## src/design/lgs_pkg.sv

```systemverilog
// Shared types and constants for the life grid generation step unit.
package lgs_pkg;

  localparam int unsigned COUNT_W   = 10;
  localparam int unsigned SUM_W     = COUNT_W + 1;
  localparam logic [COUNT_W-1:0] COUNT_MAX = '1;

  localparam int unsigned NBR_W = 4;
  localparam logic [NBR_W-1:0] BIRTH_NBRS   = 4'd3;
  localparam logic [NBR_W-1:0] SURVIVE_NBRS = 4'd2;

  typedef enum logic [1:0] {
    REQ_WRITE = 2'd0,
    REQ_READ  = 2'd1,
    REQ_STEP  = 2'd2
  } req_e;

  typedef enum logic [1:0] {
    ST_IDLE,
    ST_SCAN,
    ST_DRAIN
  } state_e;

  typedef struct packed {
    logic wr;     // write one cell (qualified by row/column hits)
    logic wdata;
    logic step;   // advance this row one generation, latch born/died masks
    logic scan;   // shift masks one bit, count ones
    logic drain;  // shift row counts one cell toward row 0
  } cell_ctrl_t;

endpackage

```

## src/design/lgs_row_cell.sv

```systemverilog
// One grid row: its cells, next-generation logic and its born/died counters.
module lgs_row_cell
  import lgs_pkg::*;
#(
  parameter int unsigned GRID_SIDE = 32,
  localparam int unsigned ROW_CNT_W = $clog2(GRID_SIDE + 1)
) (
  input  logic                 clk_i,
  input  logic                 rst_ni,
  input  cell_ctrl_t           ctrl_i,
  input  logic                 frozen_i,
  input  logic                 row_hit_i,
  input  logic [GRID_SIDE-1:0] col_hit_i,
  input  logic [GRID_SIDE-1:0] above_i,
  input  logic [GRID_SIDE-1:0] below_i,
  input  logic [ROW_CNT_W-1:0] born_cnt_i,
  input  logic [ROW_CNT_W-1:0] died_cnt_i,
  output logic [GRID_SIDE-1:0] cells_o,
  output logic                 rd_bit_o,
  output logic [ROW_CNT_W-1:0] born_cnt_o,
  output logic [ROW_CNT_W-1:0] died_cnt_o
);

  logic [GRID_SIDE-1:0] row_q;
  logic [GRID_SIDE-1:0] nxt_row;
  logic [GRID_SIDE-1:0] wr_row;
  logic [GRID_SIDE-1:0] born_q, died_q;
  logic [ROW_CNT_W-1:0] born_cnt_q, died_cnt_q;

  for (genvar c = 0; c < GRID_SIDE; c++) begin : g_col
    if (c == 0 || c == GRID_SIDE - 1) begin : g_edge
      assign nxt_row[c] = row_q[c];
    end else begin : g_inner
      logic [NBR_W-1:0] nbrs;
      logic             life;
      assign nbrs = NBR_W'(above_i[c-1]) + NBR_W'(above_i[c]) + NBR_W'(above_i[c+1])
                  + NBR_W'(row_q[c-1])                       + NBR_W'(row_q[c+1])
                  + NBR_W'(below_i[c-1]) + NBR_W'(below_i[c]) + NBR_W'(below_i[c+1]);
      assign life = (nbrs == BIRTH_NBRS) || (row_q[c] && (nbrs == SURVIVE_NBRS));
      assign nxt_row[c] = frozen_i ? row_q[c] : life;
    end
  end

  assign wr_row   = (row_q & ~col_hit_i) | (col_hit_i & {GRID_SIDE{ctrl_i.wdata}});
  assign rd_bit_o = |(row_q & col_hit_i);

  always_ff @(posedge clk_i or negedge rst_ni) begin
    if (!rst_ni) begin
      row_q <= '0;
    end else if (ctrl_i.step) begin
      row_q <= nxt_row;
    end else if (ctrl_i.wr && row_hit_i) begin
      row_q <= wr_row;
    end
  end

  always_ff @(posedge clk_i) begin
    if (ctrl_i.step) begin
      born_q     <= nxt_row & ~row_q;
      died_q     <= row_q & ~nxt_row;
      born_cnt_q <= '0;
      died_cnt_q <= '0;
    end else if (ctrl_i.scan) begin
      born_q     <= born_q >> 1;
      died_q     <= died_q >> 1;
      born_cnt_q <= born_cnt_q + ROW_CNT_W'(born_q[0]);
      died_cnt_q <= died_cnt_q + ROW_CNT_W'(died_q[0]);
    end else if (ctrl_i.drain) begin
      born_cnt_q <= born_cnt_i;
      died_cnt_q <= died_cnt_i;
    end
  end

  assign cells_o    = row_q;
  assign born_cnt_o = born_cnt_q;
  assign died_cnt_o = died_cnt_q;

endmodule

```

## config.mk

```make
export PLATFORM = sky130hd
export DESIGN_NAME = lgs_row_cell
export DESIGN_NICKNAME = d
export VERILOG_FILES = /design/src/design/lgs_pkg.sv /design/src/design/lgs_row_cell.sv
export SDC_FILE = /design/constraint.sdc
export NUM_CORES = 1
export LEC_CHECK = 0
export BUFFER_PORTS_ARGS = -buffer_cell sky130_fd_sc_hd__buf_2
export CORE_UTILIZATION = 64
export CTS_CLUSTER_DIAMETER = 40
export DETAILED_ROUTE_END_ITERATION = 10
export PLACE_DENSITY_LB_ADDON = 0.12
export SYNTH_ARGS = -nofsm -noshare
export SYNTH_HDL_FRONTEND = slang
export SYNTH_SLANG_ARGS = --single-unit
```

## constraint.sdc

```tcl
create_clock -name clk_i -period 7.4 [get_ports clk_i]
set_clock_uncertainty 0.2 [all_clocks]
set_input_delay 1.48 -clock clk_i [delete_from_list [all_inputs] [get_ports clk_i]]
set_output_delay 1.48 -clock clk_i [all_outputs]
set_load 0.005 [all_outputs]
```

* Word-level counts from Yosys, hierarchy flattened
Cells that the tools add are included.
** Storage, ports and cells
- Flip-flop bits (word level) :: 108
- Bits of input ports :: 117
- Word-level logic and storage cells :: 394
** Cells by class
- Add/subtract/negate cells :: 212
- Reduce and logical (&&, ||, !) cells :: 66
- Equality and inequality tests :: 60
- Multiplexer cells :: 40
- Bitwise gates (word level) :: 10
** Operators with widths (count)
- 4-bit by 1-bit adder with 4-bit output :: 120
- 4-bit by 2-bit equality test with 1-bit output, second input constant :: 60
- 32-bit AND :: 5
- 32-bit 2-to-1 mux :: 4
- 3-bit by 1-bit adder with 4-bit output :: 30
- 32-bit NOT :: 3
- 2-bit by 1-bit adder with 3-bit output :: 30
- 31-bit 2-to-1 mux :: 2
- 1-bit by 1-bit adder with 2-bit output :: 30
- 32-bit bitwise OR :: 1
- 32-bit OR reduction :: 1
- 1-bit logical AND :: 31
- 1-bit logical OR :: 30
- 1-bit 2-to-1 mux :: 30
- 6-bit 2-to-1 mux :: 4
- 6-bit by 1-bit adder with 6-bit output :: 2
- 2-bit nonzero test :: 3
- 2-bit AND reduction :: 1
- 1-bit NOT :: 1

* Logic depth before layout (Yosys ltp)
Gate-level depths: netlist (run 1).
- Word-level depth :: 14
- Gate-level depth with buffers :: 10
- Gate-level depth less buffers :: 10

* Worst setup path before layout (run 1)
OpenSTA, ideal clock, no wires.
- Path kind :: input -> register
- Start :: input above_i[16]
- End :: register died_q[17], data pin
- Cell stages on the path :: 10
- Arrival :: 4.239 ns
- Slack :: 2.706 ns
- Path buffers :: 0
- Library setup time :: 0.256 ns
- Cells stage by stage :: inv_1 fa_1 fa_1 fa_1 inv_1 ha_1 fa_1 nor3b_1 a211oi_1 a31o_2
** On the way
- Longest elaborated chain between the ends :: 14
- Elaborated cells on any way between the ends :: 15
- Classes of those cells :: add/sub (7); eq/ne (2); mux (2); bitwise (2); reduce/logical (2)
** RTL lines
- start: declaration :: RTL line lgs_row_cell.sv:14 : input logic [GRID_SIDE-1:0] above_i,
- 1-bit by 1-bit adder with 2-bit output (*) :: RTL line lgs_row_cell.sv:36 : assign nbrs = NBR_W'(above_i[c-1]) + NBR_W'(above_i[c]) + NBR_W'(above_i[c+1])
- 2-bit by 1-bit adder with 3-bit output (*) :: RTL line lgs_row_cell.sv:36
- 3-bit by 1-bit adder with 4-bit output (*) :: RTL line lgs_row_cell.sv:37 : + NBR_W'(row_q[c-1]) + NBR_W'(row_q[c+1])
- 4-bit by 1-bit adder with 4-bit output (*) :: RTL line lgs_row_cell.sv:37
- 4-bit by 1-bit adder with 4-bit output (*) (3 in a row) :: RTL line lgs_row_cell.sv:38 : + NBR_W'(below_i[c-1]) + NBR_W'(below_i[c]) + NBR_W'(below_i[c+1]);
- 4-bit by 2-bit equality test with 1-bit output :: RTL line lgs_row_cell.sv:39 : assign life = (nbrs == BIRTH_NBRS) || (row_q[c] && (nbrs == SURVIVE_NBRS));
- 1-bit logical AND :: RTL line lgs_row_cell.sv:39
- 1-bit logical OR (*) :: RTL line lgs_row_cell.sv:39
- 1-bit 2-to-1 mux (*) :: RTL line lgs_row_cell.sv:40 : assign nxt_row[c] = frozen_i ? row_q[c] : life;
- 32-bit NOT (*) :: RTL line lgs_row_cell.sv:60 : died_q <= row_q & ~nxt_row;
- 32-bit AND (*) :: RTL line lgs_row_cell.sv:60
- 32-bit 2-to-1 mux (*) :: RTL line lgs_row_cell.sv:58 : if (ctrl_i.step) begin
- end signal: assignment :: RTL line lgs_row_cell.sv:60
- end signal: assignment :: RTL line lgs_row_cell.sv:65 : died_q <= died_q >> 1;
- end: declaration :: RTL line lgs_row_cell.sv:27 : logic [GRID_SIDE-1:0] born_q, died_q;
Every way passes the cells marked *; elsewhere a longest branch is shown, timed or not.
A chain may end at the register's enable or synchronous reset.

* Final worst setup path (run 1)
- Start :: input below_i[23]
- End :: register died_q[24], data pin
** On the way
- Longest elaborated chain between the ends :: 10
- Elaborated cells on any way between the ends :: 11
- Classes of those cells :: add/sub (3); eq/ne (2); mux (2); bitwise (2); reduce/logical (2)
** RTL lines
- start: declaration :: RTL line lgs_row_cell.sv:15 : input logic [GRID_SIDE-1:0] below_i,
- 4-bit by 1-bit adder with 4-bit output (*) (3 in a row) :: RTL line lgs_row_cell.sv:38
- 4-bit by 2-bit equality test with 1-bit output :: RTL line lgs_row_cell.sv:39
- 1-bit logical AND :: RTL line lgs_row_cell.sv:39
- 1-bit logical OR (*) :: RTL line lgs_row_cell.sv:39
- 1-bit 2-to-1 mux (*) :: RTL line lgs_row_cell.sv:40
- 32-bit NOT (*) :: RTL line lgs_row_cell.sv:60
- 32-bit AND (*) :: RTL line lgs_row_cell.sv:60
- 32-bit 2-to-1 mux (*) :: RTL line lgs_row_cell.sv:58
Marked as above.

==> flow_summary.toml, run 1 <==
[clock_tree]
cts_tree = "done"
cts_resized = 0
cts_made_buffers = 9
post_cts_buffers = 0
postCtsHoldBufs = 0
htree_levels = 3
path_clk_slew_ps = 70
cts_root_buffer = "clkbuf_16"
clk_latency_ps = 350
cts_buffer_depth = 2
clock-sinks = 106

[die]
die-width_um = 132.7
ioPinCount = 162
core.rowCount = 47
fp.dieH_um = 132.7
dieArea_sq_um = 17600
start_util_pct = 65.67
core-area_sq_um = 16640

[setup_path]
regToRegEndpoint = "died_q[24]"
path_class = "in -> reg"
worstPathMaxFanout = 3
startpoint = "below_i[23]"
arrival_ps = 4660
r2r_cells = 9
r2r_slack_ps = 3800
cp-endpoint = "died_q[24]"
crit_path_end_kind = "flip-flop"
crit_required_ps = 7310
start_kind = "primary input"
r2r-start = "cells_o[23]"

[synthesis]
synth_seq_cells = 106
syn_inst = 1082
synth_cell_types = 44
yosysWarnings = 0
synth_edf_count = 62
seq_area_frac_synth_pct = 26.56
syn-num-nets = 1413
ys.flop_type = "edfxtp_1"
netlist_area_sq_um = 10930
syn_avg_cell_area_sq_um = 10.10
synthArstFlopShare_pct = 30.19

[sta]
setup_tns_ps = 0
min_period_over_period_pct = 64.14
finalSetupViolations = 0
fmax_mhz = 210.7
relSlewSlack_pct = 42.88
worstMarginPinSlew_ps = 856.8
rsz0062_at_grt = "false"
period_needed_ps = 4747
hold_viol = 0
maxSlewViolCount = 0

[grt]
gr-total-overflow = 0
grt_usage_pct = 30.35
grt_pass1_vias = 8511
grt_pass1_wl_um = 42080
antenna_found_initial = 3
grt_start_max_net_pins = 84

[route]
drt_first_pass_iters = 5
vias = 8529
drt_iter0_markers = 577
viasPerCell = 5.907
wirelength_um = 25250
drc = 0
ant_nets = 0
wl_per_cell_um = 17.48

[final_layout]
design_area_sq_um = 12150
nFillCells = 1313
fin_cells = 1444
drive_above_1_share_pct = 17.92
fin_util_pct = 72.99
nets = 1548
synthToLayoutAreaGrowth_pct = 11.14

[placement]
hpwlAfterDp_um = 20120
gp_congestion = 0.8634
dp_cells = 1426
portBuffers = 161
placed_cell_area_sq_um = 11840

[pwr]
ir_drop_uv = 229.6
p_leak_nw = 5.996
cellPowerDensity_nw_per_um2 = 334.3

[job]
maxCapViolCount = 0

[worst_hold_path]
min_path_type = "reg -> reg"

[outcome]
outcome = "completed"
where the power goes:
| group | switching [W] | internal [W] |
|---|---|---|
| registers | 0.000180 | 0.000819 |
| logic | 0.00140 | 0.00117 |
| clock network | 0.000219 | 0.000272 |
| total | 0.00180 | 0.00226 |
area by class of cell:
cell class / instances / area [sq um] / area share [%]
Clock buffer: 12 / 246.5 / 2.029
Sequential cell: 106 / 2903 / 23.90
Clock inverter: 4 / 51.30 / 0.4223
Multi-Input combinational cell: 718 / 7013 / 57.74
Timing Repair Buffer: 165 / 838.3 / 6.902
Antenna cell: 2 / 5.005 / 0.04120
Inverter: 217 / 814.5 / 6.706
Tap cell: 220 / 275.3 / 2.266
per-stage QoR:
step                total power [W]  hold slack, ps  setup WS, ps
detailed placement         0.003561           309.8          2281
global route               0.004500           336.7          2508
global placement           0.003421           303.7          2382
CTS                        0.004072           326.8          2664
floorplan                  0.002841           301.7          2706
finish                     0.004061           326.4          2653
synthesized netlist by cell type, drive strengths merged, types with 3 or more instances:
cell type / instances / area (sq um)
nor3b: 30 / 225.2
dfxtp: 12 / 240.2
o22ai: 30 / 187.7
edfxtp: 62 / 1862
nor2: 7 / 26.28
a31o: 29 / 254.0
nor2b: 63 / 394.1
o2bb2ai: 29 / 254.0
and3: 3 / 18.77
nand3: 65 / 325.3
a211oi: 30 / 225.2
buf: 29 / 152.6
and4b: 33 / 330.3
o21ai: 33 / 165.2
a31oi: 4 / 25.02
clkbuf: 12 / 46.29
mux2: 4 / 45.04
fa: 120 / 2402
nand4: 5 / 37.53
dfrtp: 32 / 800.8
inv: 217 / 814.5
a22oi: 17 / 147.6
mux2i: 33 / 330.3
a21oi: 35 / 175.2
ha: 94 / 1176
nand2: 38 / 142.6
cells in the final DEF, fill, tap and decap left out, types with 3 or more instances in the layout:
master / n
a22oi_1: 13
and4b_1: 33
o21ai_0: 31
o2bb2ai_1: 29
mux2i_1: 33
buf_4: 5
o22ai_1: 30
nand4_1: 4
inv_1: 217
ha_1: 94
a211oi_1: 30
a31oi_1: 4
edfxtp_1: 62
nand3_1: 65
nor2_1: 7
buf_2: 160
nand2_1: 38
dfrtp_1: 32
nor3b_1: 30
and3_1: 3
clkbuf_16: 9
nor2b_1: 63
a31o_2: 29
mux2_2: 4
a21oi_1: 35
dfxtp_1: 12
a22oi_2: 4
fa_1: 120
registers in the layout, summed over array words and instances, names as in the netlist, named ones only:
signal      flops
died_cnt_o      6
died_q         31
born_q         31
born_cnt_o      6
cells_o        30
worst max-delay path, stage by stage:
cell and delay [ps]:
buf_2 90, inv_1 170, fa_1 460, fa_1 470, fa_1 490, inv_1 40
ha_1 210, fa_1 500, nor3b_1 300, a211oi_1 150, a31o_2 290
how the worst min path moves through the flow:
stage             startpoint             to  slack, ps  depth (start not counted)
2_1_floorplan  born_cnt_o[3]  born_cnt_o[3]        300                          2
5_1_grt            born_q[4]      born_q[3]        340                          1
4_1_cts            born_q[4]      born_q[3]        330                          1
3_5_place_dp   died_cnt_o[4]  died_cnt_o[4]        310                          1
3_3_place_gp   died_cnt_o[4]  died_cnt_o[4]        300                          1
6_report           born_q[4]      born_q[3]        330                          1
cell families after synthesis:
kind of cell             Yosys count  share of synthesized area (%)
buffers and inverters            258                          9.273
AND/OR/NAND/NOR                  252                          14.23
AO/OA/AOI/OAI                    215                          13.76
adder cells (fa/ha/maj)          214                          32.74
flip-flops                       106                          26.56
multiplexers                      37                          3.434
metal layers:
metal	global-route usage, %	up-vias	wire (um)
met4	9.132	2	537
met2	49.97	290	11950
met3	5.172	45	1782
met1	41.36	4163	10960
met5	0	-	13
li1	-	4029	-
(Power assumes the default switching activity.)
==> inputs of run 2 (changes only) <==
- CORE_UTILIZATION: 64 -> 54
- clock period: 7.4 -> 4.01 ns (I/O delays scaled with it)
==> run 2 against run 1 <==
Die area is 18% higher; via count is 4.2% higher; highest routed layer unchanged; worst hold slack worse by 3.5 ps; largest power group unchanged; combinational power is 120% higher; wire length is 8.2% higher; non-clock buffer count is 94 higher.
==> flow_summary.toml, run 2 (synthesis gave the netlist of run 1 again) <==
[pwr]
seq_power_share_pct = 20.7
switching_share_pct = 42.98
switchingPower_w = 0.003545
ir_drop_uv = 279.3
power_frac_comb_pct = 67.2
power_w = 0.008247
cellPowerDensity_nw_per_um2 = 623.0
clkPwrFrac_pct = 12.0
internal_power_w = 0.004703
p_leak_nw = 6.559

[setup_path]
start_kind = "primary input"
crit_required_ps = 3920
r2r_cells = 9
arrival_ps = 3840
worstPathMaxFanout = 2
path_class = "in -> reg"
r2r_slack_ps = 490
crit_path_end_kind = "flip-flop"

[grt]
grt_usage_pct = 27.26
grt_start_max_net_pins = 159
grt_pass1_vias = 8815
grt_pass1_wl_um = 43540
gr-total-overflow = 0
antenna_found_initial = 2

[sta]
worstMarginPinSlew_ps = 917.5
setup_tns_ps = 0
rsz0062_at_grt = "true"
relSlewSlack_pct = 38.83
fmax_mhz = 254.6
hold_viol = 0
layout_setup_ws_ps = 81.66
timing.hold.ws_ps = 323.0
maxSlewViolCount = 0
min_period_over_period_pct = 97.96
finalSetupViolations = 0
period_needed_ps = 3928

[route]
drt_first_pass_iters = 5
viasPerCell = 5.616
wirelength_um = 27320
drt_iter0_markers = 562
ant_nets = 0
drc = 0
vias = 8890
wl_per_cell_um = 17.26

[die]
fp.dieH_um = 144.3
dieArea_sq_um = 20810
ioPinCount = 162
start_util_pct = 55.61
core.rowCount = 51
core-area_sq_um = 19650
die-width_um = 144.3

[job]
maxCapViolCount = 0

[clock_tree]
path_clk_slew_ps = 70
clock-sinks = 106
cts_tree = "done"
clk_latency_ps = 360
cts_root_buffer = "clkbuf_16"
cts_made_buffers = 9
postCtsHoldBufs = 0
cts_buffer_depth = 2
htree_levels = 3

[final_layout]
nets = 1642
fin_cells = 1583
final_cell_mix = "inv_1, buf_2, fa_1"
synthToLayoutAreaGrowth_pct = 21.13
nFillCells = 1653
final_common_cell = "inv_1"
drive_above_1_share_pct = 28.59

[placement]
dp_cells = 1564
portBuffers = 161
gp_congestion = 0.8196
hpwlAfterDp_um = 21570
pre_cts_ws_ps = -366.9

[worst_hold_path]
hold_depth = 1
min_path_type = "reg -> reg"

[outcome]
outcome = "completed"
run 2: cell count changes in the layout (fill, tap and decap cells not counted), moves of 2 or more:
cell,previous run,this run
a211oi_1,30,10
a211oi_2,0,20
buf_12,0,2
buf_4,5,97
clkbuf_1,2,0
ha_1,94,89
ha_2,0,5
inv_1,217,210
inv_2,0,7
inv_6,0,2
nor3b_1,30,2
nor3b_2,0,25
nor3b_4,0,3
run 2: final cells by class:
type                    count  area, sq um  share of cell area (%)
diodes                      3        7.507                 0.05671
repair buffers            259         1569                   11.85
flip-flops and latches    106         2903                   21.93
multi-input cells         718         7291                   55.07
clock buffers               9        225.2                   1.701
clock inverters             6        97.59                  0.7372
inverters                 217        814.5                   6.153
well taps                 265        331.6                   2.504
run 2: worst max-delay path, cell delays in order:
cell	delay [ps]
buf_2	100
inv_2	50
fa_1	500
fa_1	520
fa_1	500
inv_1	50
ha_2	180
fa_1	530
and4b_1	250
a211oi_2	100
a31o_2	260
run 2: through the flow:
step / cell area (sq um) / utilization (%)
2_1_floorplan: 11070 / -
3_3_place_gp: 12760 / 64.94
3_5_place_dp: 12760 / 64.94
4_1_cts: 13090 / 66.58
5_1_grt: 13230 / 67.34
6_report: 13240 / 67.36
run 2: worst paths after layout:
path                               start       endpoint
setup / recovery              above_i[3]      died_q[4]
hold / removal             died_cnt_o[4]  died_cnt_o[4]
setup reg to reg              cells_o[5]      died_q[6]
hold reg to reg            died_cnt_o[4]  died_cnt_o[4]
max in group asynchronous         rst_ni     cells_o[9]
min in group asynchronous         rst_ni    cells_o[24]
run 2: timing repair:
item,in CTS,in global routing
endpoints found under the hold margin,0,0
resized for setup,0,37
buffers inserted,0,2
endpoints found under the setup margin,0,28
run 2: power by group through the flow:
| stage | registers [W] | clock network, W | logic, W |
|---|---|---|---|
| 5_1_grt | 0.00175 | 0.00103 | 0.00632 |
| 2_1_floorplan | 0.00174 | 0 | 0.00367 |
| 3_3_place_gp | 0.00172 | 0 | 0.00508 |
| 4_1_cts | 0.00171 | 0.000998 | 0.00536 |
| 6_report | 0.00171 | 0.000993 | 0.00554 |
| 3_5_place_dp | 0.00172 | 0 | 0.00532 |
run 2: layer usage:
metal,vias to the layer above,wire [um],global-route usage [%]
met5,-,17,0
met3,34,1457,3.609
met4,2,535,7.313
li1,4223,-,-
met2,250,13210,45.56
met1,4381,12100,37.28
